--- src/hw/rtl/assert_macros.svh ---
// assertion macros for the rtl files
// no dependencies; expects clk and rst_n in the including scope
`ifndef ASSERT_MACROS_SVH
`define ASSERT_MACROS_SVH

// checked on every edge out of reset
`define ASSERT_CLK(label, prop, msg) \
  label: assert property (@(posedge clk) disable iff (!rst_n) prop) else $error(msg);

// checked on every edge, reset included
`define ASSERT_ALWAYS(label, prop, msg) \
  label: assert property (@(posedge clk) prop) else $error(msg);

`endif

--- src/hw/rtl/chl_pkg.sv ---
// shared types, character codes and keyword tables for the coding history parser
// no dependencies
`default_nettype none

package chl_pkg;

  localparam int ALG_CHARS = 8;
  localparam int ALG_BITS  = 64;
  localparam int NUM_W     = 31;
  localparam int TEXT_W    = 16;
  localparam int OUT_DATA_W = 184;

  localparam logic [7:0] CH_SPACE = 8'h20;
  localparam logic [7:0] CH_PLUS  = 8'h2b;
  localparam logic [7:0] CH_COMMA = 8'h2c;
  localparam logic [7:0] CH_ZERO  = 8'h30;
  localparam logic [7:0] CH_NINE  = 8'h39;
  localparam logic [7:0] CH_EQUAL = 8'h3d;
  localparam logic [7:0] CH_NUL   = 8'h00;

  localparam logic [7:0] KEY_A = 8'h41;
  localparam logic [7:0] KEY_B = 8'h42;
  localparam logic [7:0] KEY_F = 8'h46;
  localparam logic [7:0] KEY_M = 8'h4d;
  localparam logic [7:0] KEY_T = 8'h54;
  localparam logic [7:0] KEY_W = 8'h57;

  localparam logic [1:0] MODE_NONE   = 2'd0;
  localparam logic [1:0] MODE_STEREO = 2'd1;
  localparam logic [1:0] MODE_DUAL   = 2'd2;
  localparam logic [1:0] MODE_MONO   = 2'd3;

  localparam int NUM_KW = 3;

  // keyword text, first character in the low byte
  localparam logic [127:0] KW_TEXT [NUM_KW] = '{
    128'h6f_65_72_65_74_73,
    128'h6f_6e_6f_6d_2d_6c_61_75_64,
    128'h6f_6e_6f_6d
  };
  localparam logic [3:0] KW_LEN [NUM_KW] = '{4'd6, 4'd9, 4'd4};
  localparam logic [1:0] KW_CODE [NUM_KW] = '{MODE_STEREO, MODE_DUAL, MODE_MONO};

  typedef struct packed {
    logic [ALG_BITS-1:0] algorithm_chars;
    logic [3:0]          algorithm_length;
    logic [NUM_W-1:0]    sample_rate;
    logic [NUM_W-1:0]    bit_rate;
    logic [NUM_W-1:0]    word_length;
    logic [1:0]          mode;
    logic [1:0]          channels;
    logic [TEXT_W-1:0]   text_length;
    logic                last_record;
  } chl_record_t;

  typedef struct packed {
    logic        emit;
    chl_record_t rec;
  } chl_result_t;

endpackage

`default_nettype wire

--- src/hw/rtl/chl_parse.sv ---
// per-line parse state and the next-state logic for one history byte
// depends on chl_pkg
`default_nettype none

module chl_parse (
  input  wire logic              clk,
  input  wire logic              rst_n,
  input  wire logic              step,
  input  wire logic [7:0]        in_byte,
  input  wire logic              end_of_chunk,
  output chl_pkg::chl_result_t   result
);

  typedef enum logic [2:0] {
    ST_START,
    ST_KEY,
    ST_VALUE,
    ST_DIGITS,
    ST_SKIP
  } field_state_t;

  field_state_t                   field_state_r, field_state_nxt;
  logic [7:0]                     pending_key_r, pending_key_nxt;
  logic [chl_pkg::ALG_BITS-1:0]   alg_buffer_r, alg_buffer_nxt;
  logic [3:0]                     alg_count_r, alg_count_nxt;
  logic [chl_pkg::NUM_W-1:0]      freq_acc_r, freq_acc_nxt;
  logic [chl_pkg::NUM_W-1:0]      brate_acc_r, brate_acc_nxt;
  logic [chl_pkg::NUM_W-1:0]      wlen_acc_r, wlen_acc_nxt;
  logic [7:0]                     mode_match_r, mode_match_nxt;
  logic [1:0]                     line_mode_r, line_mode_nxt;
  logic [chl_pkg::TEXT_W-1:0]     text_count_r, text_count_nxt;
  logic                           line_open_r, line_open_nxt;
  logic                           history_done_r, history_done_nxt;

  logic                           is_digit;
  logic [chl_pkg::NUM_W-1:0]      acc_sel;
  logic [chl_pkg::NUM_W+3:0]      acc_prod;
  logic [chl_pkg::NUM_W-1:0]      acc_digit;

  assign is_digit = (in_byte >= chl_pkg::CH_ZERO) && (in_byte <= chl_pkg::CH_NINE);

  // one shared decimal step for whichever numeric key is open
  always_comb begin
    case (pending_key_r)
      chl_pkg::KEY_F: acc_sel = freq_acc_r;
      chl_pkg::KEY_B: acc_sel = brate_acc_r;
      default:        acc_sel = wlen_acc_r;
    endcase
    acc_prod = ({4'b0, acc_sel} << 3) + ({4'b0, acc_sel} << 1)
             + {31'b0, in_byte[3:0]};
    if (acc_prod > {4'b0, {chl_pkg::NUM_W{1'b1}}}) begin
      acc_digit = {chl_pkg::NUM_W{1'b1}};
    end else begin
      acc_digit = acc_prod[chl_pkg::NUM_W-1:0];
    end
  end

  always_comb begin
    logic [2:0] alive;
    logic [3:0] pos;
    logic [2:0] new_alive;
    logic       line_end;
    logic       hist_end;
    logic       num_write;
    logic       num_clear;

    field_state_nxt  = field_state_r;
    pending_key_nxt  = pending_key_r;
    alg_buffer_nxt   = alg_buffer_r;
    alg_count_nxt    = alg_count_r;
    freq_acc_nxt     = freq_acc_r;
    brate_acc_nxt    = brate_acc_r;
    wlen_acc_nxt     = wlen_acc_r;
    mode_match_nxt   = mode_match_r;
    line_mode_nxt    = line_mode_r;
    text_count_nxt   = text_count_r;
    line_open_nxt    = line_open_r;
    history_done_nxt = history_done_r;
    result           = '0;
    alive            = mode_match_r[6:4];
    pos              = mode_match_r[3:0];
    new_alive        = '0;
    line_end         = 1'b0;
    hist_end         = 1'b0;
    num_write        = 1'b0;
    num_clear        = 1'b0;

    if (history_done_r) begin
      if (end_of_chunk) begin
        history_done_nxt = 1'b0;
      end
    end else begin
      if (in_byte >= chl_pkg::CH_SPACE) begin
        line_open_nxt = 1'b1;
        hist_end      = end_of_chunk;
        case (field_state_r)
          ST_START: begin
            if (in_byte != chl_pkg::CH_COMMA) begin
              if (in_byte == chl_pkg::KEY_A || in_byte == chl_pkg::KEY_F ||
                  in_byte == chl_pkg::KEY_B || in_byte == chl_pkg::KEY_W ||
                  in_byte == chl_pkg::KEY_M || in_byte == chl_pkg::KEY_T) begin
                pending_key_nxt = in_byte;
                field_state_nxt = ST_KEY;
              end else begin
                field_state_nxt = ST_SKIP;
              end
            end
          end
          ST_KEY: begin
            if (in_byte == chl_pkg::CH_EQUAL) begin
              field_state_nxt = ST_VALUE;
              case (pending_key_r)
                chl_pkg::KEY_A: begin
                  alg_buffer_nxt = '0;
                  alg_count_nxt  = '0;
                end
                chl_pkg::KEY_M: mode_match_nxt = 8'h70;
                chl_pkg::KEY_T: text_count_nxt = '0;
                default:        num_clear = 1'b1;
              endcase
            end else if (in_byte == chl_pkg::CH_COMMA) begin
              field_state_nxt = ST_START;
            end else begin
              field_state_nxt = ST_SKIP;
            end
          end
          ST_VALUE: begin
            if (in_byte == chl_pkg::CH_COMMA) begin
              // closing an M= field commits a fully matched keyword
              if (pending_key_r == chl_pkg::KEY_M) begin
                for (int k = 0; k < chl_pkg::NUM_KW; k++) begin
                  if (alive[k] && pos == chl_pkg::KW_LEN[k]) begin
                    line_mode_nxt = chl_pkg::KW_CODE[k];
                  end
                end
              end
              field_state_nxt = ST_START;
            end else begin
              case (pending_key_r)
                chl_pkg::KEY_A: begin
                  if (alg_count_r < 4'(chl_pkg::ALG_CHARS)) begin
                    alg_buffer_nxt[{alg_count_r[2:0], 3'b000} +: 8] = in_byte;
                    alg_count_nxt = alg_count_r + 4'd1;
                  end
                end
                chl_pkg::KEY_M: begin
                  for (int k = 0; k < chl_pkg::NUM_KW; k++) begin
                    new_alive[k] = alive[k] && (pos < chl_pkg::KW_LEN[k]) &&
                                   (chl_pkg::KW_TEXT[k][{pos, 3'b000} +: 8] == in_byte);
                  end
                  mode_match_nxt = {1'b0, new_alive,
                                    (pos != 4'hf) ? pos + 4'd1 : pos};
                end
                chl_pkg::KEY_T: begin
                  if (text_count_r != {chl_pkg::TEXT_W{1'b1}}) begin
                    text_count_nxt = text_count_r + 16'd1;
                  end
                end
                chl_pkg::KEY_F, chl_pkg::KEY_B, chl_pkg::KEY_W: begin
                  if (in_byte == chl_pkg::CH_PLUS) begin
                    field_state_nxt = ST_DIGITS;
                  end else if (is_digit) begin
                    num_write       = 1'b1;
                    field_state_nxt = ST_DIGITS;
                  end else if (in_byte != chl_pkg::CH_SPACE) begin
                    field_state_nxt = ST_SKIP;
                  end
                end
                default: field_state_nxt = ST_SKIP;
              endcase
            end
          end
          ST_DIGITS: begin
            if (in_byte == chl_pkg::CH_COMMA) begin
              field_state_nxt = ST_START;
            end else if (is_digit) begin
              num_write = 1'b1;
            end else begin
              field_state_nxt = ST_SKIP;
            end
          end
          default: begin
            if (in_byte == chl_pkg::CH_COMMA) begin
              field_state_nxt = ST_START;
            end
          end
        endcase

        if (num_clear || num_write) begin
          case (pending_key_r)
            chl_pkg::KEY_F: freq_acc_nxt  = num_clear ? '0 : acc_digit;
            chl_pkg::KEY_B: brate_acc_nxt = num_clear ? '0 : acc_digit;
            default:        wlen_acc_nxt  = num_clear ? '0 : acc_digit;
          endcase
        end
      end else begin
        line_end = 1'b1;
        hist_end = (in_byte == chl_pkg::CH_NUL) || end_of_chunk;
      end

      if (line_end || hist_end) begin
        // the line close also closes the open field
        if (field_state_nxt == ST_VALUE && pending_key_nxt == chl_pkg::KEY_M) begin
          for (int k = 0; k < chl_pkg::NUM_KW; k++) begin
            if (mode_match_nxt[4+k] && mode_match_nxt[3:0] == chl_pkg::KW_LEN[k]) begin
              line_mode_nxt = chl_pkg::KW_CODE[k];
            end
          end
        end
        result.emit                 = line_open_nxt || hist_end;
        result.rec.algorithm_chars  = alg_buffer_nxt;
        result.rec.algorithm_length = alg_count_nxt;
        result.rec.sample_rate      = freq_acc_nxt;
        result.rec.bit_rate         = brate_acc_nxt;
        result.rec.word_length      = wlen_acc_nxt;
        result.rec.mode             = line_mode_nxt;
        case (line_mode_nxt)
          chl_pkg::MODE_MONO:                     result.rec.channels = 2'd1;
          chl_pkg::MODE_STEREO, chl_pkg::MODE_DUAL: result.rec.channels = 2'd2;
          default:                                result.rec.channels = 2'd0;
        endcase
        result.rec.text_length = text_count_nxt;
        result.rec.last_record = hist_end;
        history_done_nxt       = hist_end && !end_of_chunk;
      end
    end

    if (!step) begin
      result.emit = 1'b0;
    end
  end

  logic clear_all;
  assign clear_all = result.emit || (history_done_r && end_of_chunk);

  always_ff @(posedge clk) begin
    if (!rst_n) begin
      field_state_r  <= ST_START;
      pending_key_r  <= '0;
      alg_buffer_r   <= '0;
      alg_count_r    <= '0;
      freq_acc_r     <= '0;
      brate_acc_r    <= '0;
      wlen_acc_r     <= '0;
      mode_match_r   <= '0;
      line_mode_r    <= '0;
      text_count_r   <= '0;
      line_open_r    <= 1'b0;
      history_done_r <= 1'b0;
    end else if (step) begin
      history_done_r <= history_done_nxt;
      if (clear_all || (!history_done_r && in_byte < chl_pkg::CH_SPACE)) begin
        field_state_r <= ST_START;
        pending_key_r <= '0;
        alg_buffer_r  <= '0;
        alg_count_r   <= '0;
        freq_acc_r    <= '0;
        brate_acc_r   <= '0;
        wlen_acc_r    <= '0;
        mode_match_r  <= '0;
        line_mode_r   <= '0;
        text_count_r  <= '0;
        line_open_r   <= 1'b0;
      end else begin
        field_state_r <= field_state_nxt;
        pending_key_r <= pending_key_nxt;
        alg_buffer_r  <= alg_buffer_nxt;
        alg_count_r   <= alg_count_nxt;
        freq_acc_r    <= freq_acc_nxt;
        brate_acc_r   <= brate_acc_nxt;
        wlen_acc_r    <= wlen_acc_nxt;
        mode_match_r  <= mode_match_nxt;
        line_mode_r   <= line_mode_nxt;
        text_count_r  <= text_count_nxt;
        line_open_r   <= line_open_nxt;
      end
    end
  end

endmodule

`default_nettype wire

--- src/hw/rtl/coding_history_line_parser.sv ---
// coding history line parser top level: input register, parse core, result register
// depends on chl_pkg, chl_parse and assert_macros.svh
//
//   channel | direction | tdata                         | tlast
//   in_     | slave     | in_byte                       | end_of_chunk
//   out_    | master    | algorithm_chars .. text_length | last_record
//
// one byte per cycle while not stalled; out_tvalid is set from the result register
// the parse state and the digit step (x10 add with saturation) sit between the
// input register and the result register
// synchronous active-low reset empties both registers and clears the line state
// a held result stalls the input register, and in_tready drops only when both are full
// and out_tready is low
`default_nettype none
`include "assert_macros.svh"

module coding_history_line_parser (
  input  wire logic                              clk,
  input  wire logic                              rst_n,
  input  wire logic                              in_tvalid,
  output      logic                              in_tready,
  input  wire logic [7:0]                        in_tdata,   // in_byte
  input  wire logic                              in_tlast,
  output      logic                              out_tvalid,
  input  wire logic                              out_tready,
  // algorithm_chars, algorithm_length, sample_rate, bit_rate, word_length, mode,
  // channels, text_length, zero pad
  output      logic [chl_pkg::OUT_DATA_W-1:0]    out_tdata,
  output      logic                              out_tlast
);

  logic                  in_valid_r;
  logic [7:0]            in_byte_r;
  logic                  in_eoc_r;
  logic                  out_valid_r;
  chl_pkg::chl_record_t  record_r;
  chl_pkg::chl_result_t  result;
  logic                  advance;

  assign advance   = in_valid_r && (!out_valid_r || out_tready);
  assign in_tready = !in_valid_r || advance;

  chl_parse u_parse (
    .clk          (clk),
    .rst_n        (rst_n),
    .step         (advance),
    .in_byte      (in_byte_r),
    .end_of_chunk (in_eoc_r),
    .result       (result)
  );

  always_ff @(posedge clk) begin
    if (!rst_n) begin
      in_valid_r <= 1'b0;
    end else if (in_tready) begin
      in_valid_r <= in_tvalid;
    end
  end

  always_ff @(posedge clk) begin
    if (in_tvalid && in_tready) begin
      in_byte_r <= in_tdata;
      in_eoc_r  <= in_tlast;
    end
  end

  always_ff @(posedge clk) begin
    if (!rst_n) begin
      out_valid_r <= 1'b0;
    end else if (advance && result.emit) begin
      out_valid_r <= 1'b1;
    end else if (out_tready) begin
      out_valid_r <= 1'b0;
    end
  end

  always_ff @(posedge clk) begin
    if (advance && result.emit) begin
      record_r <= result.rec;
    end
  end

  assign out_tvalid = out_valid_r;
  assign out_tlast  = record_r.last_record;
  assign out_tdata  = {3'b000,
                       record_r.text_length,
                       record_r.channels,
                       record_r.mode,
                       record_r.word_length,
                       record_r.bit_rate,
                       record_r.sample_rate,
                       record_r.algorithm_length,
                       record_r.algorithm_chars};

  `ASSERT_CLK(a_channels_follow_mode, out_valid_r |-> ((record_r.mode == chl_pkg::MODE_MONO && record_r.channels == 2'd1) || (record_r.mode == chl_pkg::MODE_NONE && record_r.channels == 2'd0) || (record_r.mode != chl_pkg::MODE_MONO && record_r.mode != chl_pkg::MODE_NONE && record_r.channels == 2'd2)), "channel count does not match mode")
  `ASSERT_CLK(a_alg_length_bound, out_valid_r |-> (record_r.algorithm_length <= 4'(chl_pkg::ALG_CHARS)), "algorithm length beyond limit")
  `ASSERT_ALWAYS(a_ready_when_output_free, (in_valid_r && !out_valid_r) |-> in_tready, "input stalled with free output")
  `ASSERT_CLK(a_result_held_on_stall, (out_valid_r && !out_tready) |=> (out_valid_r && $stable(record_r)), "result changed while stalled")

endmodule

`default_nettype wire
--- config.mk ---
export PLATFORM = sky130hd
export DESIGN_NAME = coding_history_line_parser
export DESIGN_NICKNAME = d
export VERILOG_FILES = /design/src/hw/rtl/chl_pkg.sv /design/src/hw/rtl/chl_parse.sv /design/src/hw/rtl/coding_history_line_parser.sv
export VERILOG_INCLUDE_DIRS = /design/src /design/src/hw/rtl
export SDC_FILE = /design/constraint.sdc
export NUM_CORES = 1
export LEC_CHECK = 0
export BUFFER_PORTS_ARGS = -buffer_cell sky130_fd_sc_hd__buf_2
export CAP_MARGIN = 20
export CORE_MARGIN = 2
export CORE_UTILIZATION = 42
export CTS_CLUSTER_DIAMETER = 120
export CTS_CLUSTER_SIZE = 40
export DETAILED_ROUTE_END_ITERATION = 16
export MAX_ROUTING_LAYER = met4
export PLACE_DENSITY = 0.67
export SYNTH_ARGS = -nofsm -noshare
export SYNTH_HDL_FRONTEND = slang
export SYNTH_HIERARCHICAL = 1
export SYNTH_SLANG_ARGS = --single-unit
export TNS_END_PERCENT = 1
--- constraint.sdc ---
create_clock -name clk -period 12.1 [get_ports clk]
set_input_delay 2.42 -clock clk [delete_from_list [all_inputs] [get_ports clk]]
set_output_delay 2.42 -clock clk [all_outputs]
set_load 0.03 [all_outputs]
# ---- Yosys cells after proc, flatten, opt, wreduce, memory -nomap -nowiden
# Cells that the tools add are included.
dict set report totals {
  output_inout_bits 187
  latch_bits 0
  memories 0
  inputBits 13
  ff_bits 392
  ram_bits 0
  elab_cells 255
  romBits 0
}
dict set report classes {
  mux 126
  n_reduce_logical 46
  n_div 0
  n_addsub 6
  magnitude_cmp 9
  n_shift 5
  n_mul 0
  n_eq_ne 37
  bitwise 1
}
# operator n
set op_table {}
lappend op_table {{31-bit 2-to-1 mux} 17}
lappend op_table {{64-bit 2-to-1 mux} 8}
lappend op_table {{128-bit by 8-bit variable part select with 8-bit output (first input constant)} 3}
lappend op_table {{183-bit 2-to-1 mux} 2}
lappend op_table {{16-bit 2-to-1 mux} 8}
lappend op_table {{64-bit one-hot mux with 2 select lines} 1}
lappend op_table {{8-bit by 7-bit == test with 1-bit output (second input constant)} 13}
lappend op_table {{64-bit bitwise mux} 1}
lappend op_table {{8-bit by 8-bit variable shift with 64-bit output (first input constant)} 1}
lappend op_table {{8-bit by 8-bit variable part select with 64-bit output} 1}
lappend op_table {{31-bit one-hot mux with 2 select lines} 1}
lappend op_table {{7-bit 2-to-1 mux} 8}
lappend op_table {{8-bit 2-to-1 mux} 7}
lappend op_table {{3-bit 2-to-1 mux} 15}
lappend op_table {{4-bit 2-to-1 mux} 9}
lappend op_table {{34-bit by 32-bit adder with 35-bit output} 1}
lappend op_table {{35-bit by 4-bit adder with 35-bit output} 1}
lappend op_table {{35-bit by 31-bit > comparator with 1-bit output (second input constant)} 1}
lappend op_table {{2-bit 2-to-1 mux} 16}
lappend op_table {{16-bit one-hot mux with 2 select lines} 1}
lappend op_table {{1-bit 2-to-1 mux} 26}
lappend op_table {{8-bit by 6-bit == test with 1-bit output (second input constant)} 3}
lappend op_table {{8-bit == test} 3}
lappend op_table {{1-bit logical AND} 20}
lappend op_table {{other kinds (33)} 63}

# ---- Longest topological paths before layout
# Gate-level depths: netlist (run 1).
dict set report logic_depth {
  word_depth 26
  ltp_mapped 19
  mapped_depth_nobuf 16
}

# ---- Hierarchy
# The synthesis (run 1) kept the hierarchy.
# module seq_area_each_um2 area_per_inst_um2 cells_each n_inst
set by_module_without_submodules {}
lappend by_module_without_submodules {chl_parse 3983.8 16110.5 2270 1}
lappend by_module_without_submodules {coding_history_line_parser 5775.5 5874.4 208 1}

# ---- Worst setup path after synthesis (run 1)
# OpenSTA, ideal clock, no wires.
dict set report synth_path {
  kind {in2reg}
  startpoint {in out_tready}
  endpoint {reg record_r, in the netlist out_tdata[0] (enable)}
  t_arrival_ns 10.524
  cell_stages 6
  n_path_buf 0
  path_slack_ns 0.850
  required_ns 11.374
  setup_time_ns 0.726
  cell_sequence {nand2b_4 and2_1 nand2_1 a21oi_1 nand2_1 nor2_1}
}
# element line_no
set synth_rtl {}
lappend synth_rtl {{start, declared} coding_history_line_parser.sv:25} ;# input wire logic out_tready,
lappend synth_rtl {{end signal, assigned} coding_history_line_parser.sv:79} ;# record_r <= result.rec;
lappend synth_rtl {{end, declared} coding_history_line_parser.sv:36} ;# chl_pkg::chl_record_t record_r;

# ---- Worst setup path in the final report (run 1)
dict set report layout_path {
  startpoint {reg u_parse.pending_key_r[7]}
  endpoint {reg record_r, in the netlist out_tdata[145] (data pin)}
}
dict set report layout_via {
  elab_chain_cells 11
  elab_cells_between_ends 29
  cone_classes {add/sub (2); order compare (1); eq/ne (6); mux (16); reduce/logical (4)}
}
# element line_no
set layout_rtl {}
lappend layout_rtl {{start, declared} chl_parse.sv:23} ;# logic [7:0] pending_key_r, pending_key_nxt;
lappend layout_rtl {{start signal, assigned} chl_parse.sv:266} ;# pending_key_r <= pending_key_nxt;
lappend layout_rtl {{branches (longest 9 deep; another with 34-bit by 32-bit adder with 35-bit output)} --}
lappend layout_rtl {{31-bit 2-to-1 mux *} chl_parse.sv:189} ;# if (num_clear || num_write) begin
lappend layout_rtl {{31-bit 2-to-1 mux *} chl_parse.sv:93} ;# if (in_byte >= chl_pkg::CH_SPACE) begin
# Mark *: on every way between the ends. The select of a mux whose other input is x is not followed.
# A chain may end at the register's enable or synchronous reset.

==> results of run 1 <==
==> final timing paths <==
path,slack [ns],to,from
setup / recovery,5.63,out_tdata[145]$_DFFE_PP_,u_parse/pending_key_r[7]$_SDFFE_PN0P_
hold / removal,0.47,u_parse/line_open_r$_SDFFE_PN0P_,u_parse/line_open_r$_SDFFE_PN0P_
setup reg to reg,5.63,out_tdata[145]$_DFFE_PP_,u_parse/pending_key_r[7]$_SDFFE_PN0P_
hold reg to reg,0.47,u_parse/line_open_r$_SDFFE_PN0P_,u_parse/line_open_r$_SDFFE_PN0P_
==> sequential cells by signal, summed over array words and instances (netlist names), 2 cells and up <==
| name | cells |
|---|---|
| out_tdata | 181 |
| u_parse/brate_acc_r | 31 |
| u_parse/pending_key_r | 8 |
| u_parse/alg_count_r | 4 |
| in_byte_r | 8 |
| u_parse/line_mode_r | 2 |
| u_parse/wlen_acc_r | 31 |
| u_parse/mode_match_r | 7 |
| u_parse/text_count_r | 16 |
| u_parse/field_state_r | 3 |
| u_parse/freq_acc_r | 31 |
| u_parse/alg_buffer_r | 64 |
==> cell families (layout without fill, tap and decap cells) <==
| group | after synthesis | after routing | share of synthesized area [%] |
|---|---|---|---|
| simple gates | 745 | 745 | 17.0 |
| flops | 392 | 392 | 44.4 |
| fa+ha+maj | 75 | 75 | 4.34 |
| other cells | 1 | 3 | 0.0171 |
| xor+xnor | 31 | 31 | 1.23 |
| compound gates | 958 | 958 | 26.9 |
| buf+inv | 238 | 296 | 4.35 |
| mux | 38 | 38 | 1.76 |
==> routing by layer <==
metal,wire [um],vias up,part of all wire (%),track usage [%]
met2,32900,918,48,40.8
met3,4700,111,6.8,1.79
li1,-,9339,-,-
met4,1980,0,2.9,8.62
met1,29500,9642,43,33.9
met5,0,-,0,-
==> layout by cell type (no fill, tap or decap), types with 15 or more instances in the layout <==
cell type / synthesis / final
nor3_1: 35 / 34
and2_1: 61 / 59
buf_4: 4 / 32
a22oi_1: 59 / 59
a21oi_1: 391 / 391
a31oi_1: 89 / 89
nor2b_1: 51 / 51
buf_2: 33 / 196
mux2i_1: 33 / 33
nor2_1: 157 / 149
clkbuf_16: 0 / 16
a32oi_1: 19 / 19
and3_1: 34 / 34
a22o_1: 15 / 15
xnor2_1: 16 / 16
dfxtp_1: 201 / 200
ha_1: 73 / 73
inv_1: 40 / 40
a21o_1: 22 / 22
o21ai_0: 142 / 142
nand3_1: 34 / 32
edfxtp_1: 191 / 191
o211ai_1: 18 / 18
xor2_1: 15 / 15
nand2_1: 267 / 263
a211oi_1: 80 / 80
==> tightest hold or removal path, stage by stage (launching register included) <==
cell and delay, ns:
dfxtp_1 0.33, nand2_1 0.04, a21boi_0 0.07
==> power groups by stage <==
| stage | clock [mW] | sequential [mW] | combinational (mW) |
|---|---|---|---|
| 6_report | 0.717 | 1.39 | 0.118 |
| 5_1_grt | 0.774 | 1.39 | 0.124 |
| 4_1_cts | 0.734 | 1.39 | 0.113 |
| 3_5_place_dp | 0 | 1.42 | 0.113 |
| 3_3_place_gp | 0 | 1.42 | 0.110 |
| 2_1_floorplan | 0 | 1.42 | 0.0716 |
==> final cells by class <==
type                       instances  area (sq um)
timing repair buffer             231          1280
sequential                       392          9760
multi-input combinational       1850         11400
clock buffer                      20           415
tap                              680           851
clock inverter                     5           100
fill                            4984         27600
inverter                          40           150
==> per-stage QoR <==
| step | area (sq um) | utilization (%) |
|---|---|---|
| after floorplan | 22000 | - |
| after global placement | 23400 | 45.4 |
| after detailed placement | 23400 | 45.4 |
| after CTS | 23900 | 46.4 |
| after global routing | 23900 | 46.5 |
| final | 23900 | 46.5 |
==> implementation parameters, run 1 <==
Parameter                              Value

Critical path
  Critical Path Fanout Max ... between 100 and 150
  Endpoint class of the critical path ... flip-flop
  Dominant cell type by count on the critical path ... buf_4
  Worst path max stage delay ... about 0.91 ns
  Type of element launching the critical path ... flip-flop
  Required time of the critical path ... 12.36 ns
  Buf/Inv on CP ... 5
  Kind of cell adding the most delay to the critical path ... buffers and inverters
  Arrival @ worst endpoint ... just under 7 ns
  Critical Path, Cell by Cell ... nor3b_1 > nand3_2 > buf_4 > o21ai_0 > inv_1 > fa_1 > inv_1 > ha_1 > a211oi_1 > o21ai_0 > a22oi_1 > nand3_1 > a221oi_2 > xnor2_1 > nor4_4 > buf_4 > buf_4 > a31oi_1
  Register-to-Register Path Depth ... 18
  Count of cell instances traversed by the critical path ... 18
  Crit path kind ... reg -> reg
  Cell type of the slowest stage on the worst timing path ... buf_4

Power
  Psw ... 0.548 mW
  Power after layout ... between 2 and 2.5 mW
  Power Density ... 92.8 nW/um^2
  Max rail drop VDD ... ~0.079 mV
  Switching power as a share of total power ... 24.6%
  Fraction of power consumed by the clock network ... 32.2%
  Share of power burned in combinational logic ... approximately 5.3%
  Part of the total power dissipated in sequential elements ... 62.5%
  Pleak ... roughly 8.4 nW
  Internal power ... 1.68 mW

Place
  Cell Count Post-Placement ... 3,191
  Dpl ws ... between 5 and 6 ns
  Buffers on Ports ... between 150 and 200
  DP HPWL ... 46,200 um
  Final weighted congestion in routability-driven placement ... approximately 0.94

Detailed routing
  Via count of the routed design ... approximately 20,000
  DRC marker count from the first detailed-route iteration ... a little over 2,000
  Number of DRC violations after detailed routing ... 0
  Detailed-router iteration count before antenna repair ... 6
  Number of routed nets with antenna violations ... 0
  Vias per Instance ... approximately 6.2
  Final routed wirelength across all metal layers ... 69,000 um
  Average wire per standard cell ... between 20 and 25 um

Job
  # Max-Cap Violations ... 0

Final layout
  Final antenna diode count ... 0
  Area growth from synthesis to layout ... 8.94%
  Count of nets after finishing ... approximately 2,600
  Ratio of cells with drive above 1 in the final layout ... 12.3%
  Number of standard cells in the layout, taps in and fillers out ... between 3,000 and 4,000

Die
  Die area ... between 50,000 and 60,000 sq um
  Placement row count ... 83
  Die boundary height ... between 200 and 250 um
  Area inside the core boundary ... roughly 50,000 sq um
  Chip width ... around 230 um
  Initial cell density of the core ... around 43%
  Num ports ... 200

Clocking
  Number of clock sinks ... between 300 and 400
  Clock Root Buffer ... clkbuf_16
  Postcts setup bufs ... 0
  Cts repair resizes ... 0
  Skew-Pair Late Insertion Delay ... around 0.56 ns
  # hold bufs at CTS ... 0
  CTS H-tree lvls ... 1
  Inserted Clock Buffers ... 15
  Maximum root-to-sink buffer count ... 3
  Clock-pin transition on the worst setup and hold timing paths ... approximately 0.13 ns
  Clock tree from TritonCTS ... yes

Status
  Result of the run ... finished, final reports clean

Timing
  Number of slew-limit violations in the final report ... 0
  Remaining max-slew budget at the tightest pin ... around a quarter
  RSZ-0062 raised after global routing ... false
  Measured slew at the worst slew-check pin ... roughly 1.1 ns
  Final setup violating endpoints ... 0
  Fraction of the cycle the final worst path needs ... around 54%
  Setup_tns ... 0 ns
  Post-route minimum period ... about 6.5 ns
  Final hold violation count ... 0
  Worst clock skew ... 0.0301 ns
  Min Hold Slack ... about 0.47 ns
  Max Fclk ... 0.154 GHz
  Final critical-path setup slack ... 5.63 ns

Logic synthesis
  Post-synthesis instance total ... between 2,000 and 2,500
  Commonest cells in the netlist ... 391 x a21oi_1, 267 x nand2_1, 201 x dfxtp_1
  Sequential cell area fraction in the yosys report ... between 40% and 50%
  Number of distinct standard cells referenced by the synthesized netlist ... a little under 100
  Most frequent cell after synthesis ... a21oi_1
  Synthesis warning total ... 6
  Syn avg cell area ... 8.87 sq um
  Most instantiated flip-flop cell in the synthesis netlist ... dfxtp_1
  Share of Yosys cell area claimed by the top area cell type ... about a quarter
  Library cell occupying the most area in the post-synthesis netlist ... edfxtp_1
  Number of enable flip-flop cells after synthesis ... 191
  Cell area after technology mapping ... around 22,000 sq um
  Yosys reg bits ... between 300 and 400
  Cell types occupying the most area after synthesis ... edfxtp_1 26%, dfxtp_1 18%, a21oi_1 8.9%, nand2_1 4.6%, ha_1 4.2%
  Share of synthesized registers carrying an async set or reset ... 0%

GRT
  Largest net degree at the start of global routing ... 105
  First-pass GRT wire length ... 106,000 um
  Total track usage ... 25.3%
  Overflow left after global routing ... 0
  Via count of the first global-routing pass ... 18,500
  Antenna violations before repair ... 0

Hold path
  Number of stages on the worst hold path ... 2
  Class of the tightest hold or removal check ... reg -> reg
No activity file was read; power rests on OpenSTA's default activity.
==> run 2: changes to the inputs <==
--- a/config.mk
+++ b/config.mk
@@ -14,7 +14,7 @@
 export CTS_CLUSTER_SIZE = 40
 export DETAILED_ROUTE_END_ITERATION = 16
 export MAX_ROUTING_LAYER = met4
-export PLACE_DENSITY = 0.67
+export PLACE_DENSITY = 0.69
 export SYNTH_ARGS = -nofsm -noshare
 export SYNTH_HDL_FRONTEND = slang
 export SYNTH_HIERARCHICAL = 1
==> constraint.sdc (replaced) <==
create_clock -name clk -period 5.6 [get_ports clk]
set_input_delay 1.12 -clock clk [delete_from_list [all_inputs] [get_ports clk]]
set_output_delay 1.12 -clock clk [all_outputs]
set_load 0.03 [all_outputs]
==> run 2 against run 1 <==
Effect of this change: non-clock buffer count rose by 20; critical path type unchanged; worst setup slack worse by 5.3 ns; via count increased by 1.1%; global-route usage is 0.44 points higher; sequential share of layout area shrank 0.38 points; largest cell class unchanged; first-iteration DRC count up 3.4%.
==> implementation parameters, run 2 (same netlist as run 1, synthesis figures left out) <==
Parameter                              Value

Place
  Final weighted congestion in routability-driven placement ... between 0.9 and 1
  DP HPWL ... 48,200 um
  Cell Count Post-Placement ... between 3,000 and 4,000
  Dpl ws ... ~0.29 ns
  Buffers on Ports ... a little under 200

GRT
  Via count of the first global-routing pass ... 18,400
  First-pass GRT wire length ... approximately 110,000 um
  Overflow left after global routing ... 0
  Largest net degree at the start of global routing ... 84
  Antenna violations before repair ... 0
  Total track usage ... around a quarter

Timing
  Measured slew at the worst slew-check pin ... 1.07 ns
  Remaining max-slew budget at the tightest pin ... 27.9%
  Setup_tns ... 0 ns
  RSZ-0062 raised after global routing ... false
  Number of slew-limit violations in the final report ... 0
  Min Hold Slack ... 0.485 ns
  Worst clock skew ... between 0.03 and 0.04 ns
  Max Fclk ... about 0.19 GHz
  Final setup violating endpoints ... 0
  Fraction of the cycle the final worst path needs ... 94.3%
  Post-route minimum period ... about 5.3 ns
  Final critical-path setup slack ... approximately 0.32 ns
  Final hold violation count ... 0

Critical path
  Endpoint class of the critical path ... flip-flop
  Crit path kind ... reg -> reg
  Critical Path Fanout Max ... slightly above 80
  Arrival @ worst endpoint ... ~5.6 ns
  Type of element launching the critical path ... flip-flop
  Required time of the critical path ... 5.87 ns

Final layout
  Flip-flop count of the largest register after layout ... approximately 180
  Leading cell type in the layout, fill and taps excluded ... a21oi_1
  Ratio of cells with drive above 1 in the final layout ... between 10% and 20%
  Final antenna diode count ... 0
  Area growth from synthesis to layout ... 9.97%
  Count of nets after finishing ... between 2,000 and 3,000
  Top library cells by usage in the layout, fill and taps aside ... 390 x a21oi_1, 263 x nand2_1, 200 x dfxtp_1
  Number of standard cells in the layout, taps in and fillers out ... around 3,200

Clocking
  Clock Root Buffer ... clkbuf_16
  CTS H-tree lvls ... 1
  Skew-Pair Late Insertion Delay ... 0.56 ns
  Maximum root-to-sink buffer count ... 3
  Number of clock sinks ... a little under 400
  Clock tree from TritonCTS ... yes
  Cts repair resizes ... 0
  Clock-pin transition on the worst setup and hold timing paths ... around 0.14 ns
  Postcts setup bufs ... 0
  Inserted Clock Buffers ... 14
  # hold bufs at CTS ... 0

Power
  Switching power as a share of total power ... 23.9%
  Internal power ... about 3.6 mW
  Max rail drop VDD ... between 0.15 and 0.2 mV
  Part of the total power dissipated in sequential elements ... approximately 64%
  Psw ... between 1 and 1.5 mW
  Power Density ... 196 nW/um^2
  Fraction of power consumed by the clock network ... just over 30%
  Power after layout ... roughly 4.7 mW
  Pleak ... roughly 8.5 nW
  Share of power burned in combinational logic ... between 5 and 6%

Die
  Num ports ... 200
  Placement row count ... 83
  Chip width ... between 200 and 250 um
  Die area ... approximately 54,000 sq um
  Area inside the core boundary ... ~52,000 sq um
  Die boundary height ... about 230 um
  Initial cell density of the core ... roughly 43%

Detailed routing
  Detailed-router iteration count before antenna repair ... 6
  Number of routed nets with antenna violations ... 0
  Vias per Instance ... 6.25
  Average wire per standard cell ... about 22 um
  Final routed wirelength across all metal layers ... between 70,000 and 80,000 um
  Via count of the routed design ... around 20,000
  DRC marker count from the first detailed-route iteration ... 2,107
  Number of DRC violations after detailed routing ... 0

Job
  # Max-Cap Violations ... 0

Status
  Result of the run ... finished, final reports clean

Hold path
  Class of the tightest hold or removal check ... reg -> reg
[run 2: changes by cell type in the layout (fill, tap and decap cells not counted), sizes merged]
cell and delta:
buf +20, clkinv +1, inv -2
[run 2: path summary, 6_finish.rpt]
path                                         start                               end  slack [ns]  cells past startpoint
max          u_parse/pending_key_r[6]$_SDFFE_PN0P_           out_tdata[82]$_DFFE_PP_        0.32                     15
min               u_parse/line_open_r$_SDFFE_PN0P_  u_parse/line_open_r$_SDFFE_PN0P_        0.49                      2
max reg2reg  u_parse/pending_key_r[6]$_SDFFE_PN0P_           out_tdata[82]$_DFFE_PP_        0.32                     15
min reg2reg       u_parse/line_open_r$_SDFFE_PN0P_  u_parse/line_open_r$_SDFFE_PN0P_        0.49                      2
[run 2: layer usage]
| metal | global-route usage (%) | share of wire, % | up-vias |
|---|---|---|---|
| li1 | - | - | 9383 |
| met1 | 34.1 | 42 | 9730 |
| met2 | 41.2 | 47 | 973 |
| met3 | 3.05 | 7.9 | 145 |
| met4 | 8.22 | 3.3 | 0 |
| met5 | - | 0 | - |
[run 2: worst max-delay path, stage by stage, from the launching register on]
cell and delay, ns:
dfxtp_1 0.40, nor3b_1 0.37, nand3_2 0.14, buf_4 0.28, o21ai_0 0.54, ha_1 0.34
ha_1 0.39, a21oi_1 0.26, o21ai_0 0.22, a221oi_2 0.49, nor2_1 0.08, nor3b_1 0.20
a32oi_1 0.13, nor4_4 0.57, buf_12 0.38, a21oi_1 0.13
[run 2: power groups by stage]
| stage | Combinational (mW) | Clock (mW) | Sequential [mW] |
|---|---|---|---|
| CTS | 0.239 | 1.50 | 3.01 |
| floorplan | 0.155 | 0 | 3.07 |
| finish | 0.248 | 1.47 | 3.01 |
| detailed placement | 0.239 | 0 | 3.07 |
| global route | 0.262 | 1.57 | 3.01 |
| global placement | 0.235 | 0 | 3.08 |
[run 2: final cells by class]
cell class	count	area (sq um)
fillers	4968	27300
multi-input cells	1850	11400
flip-flops and latches	392	9760
repair buffers	251	1560
well taps	680	851
clock buffers	20	415
inverters	40	150
clock inverters	4	53.8
[run 2: stage by stage]
step	instance area, sq um	util, %
6_report	24200	46.9
5_1_grt	24200	46.9
4_1_cts	24100	46.8
3_5_place_dp	23700	45.9
3_3_place_gp	23700	45.9
2_1_floorplan	22000	-
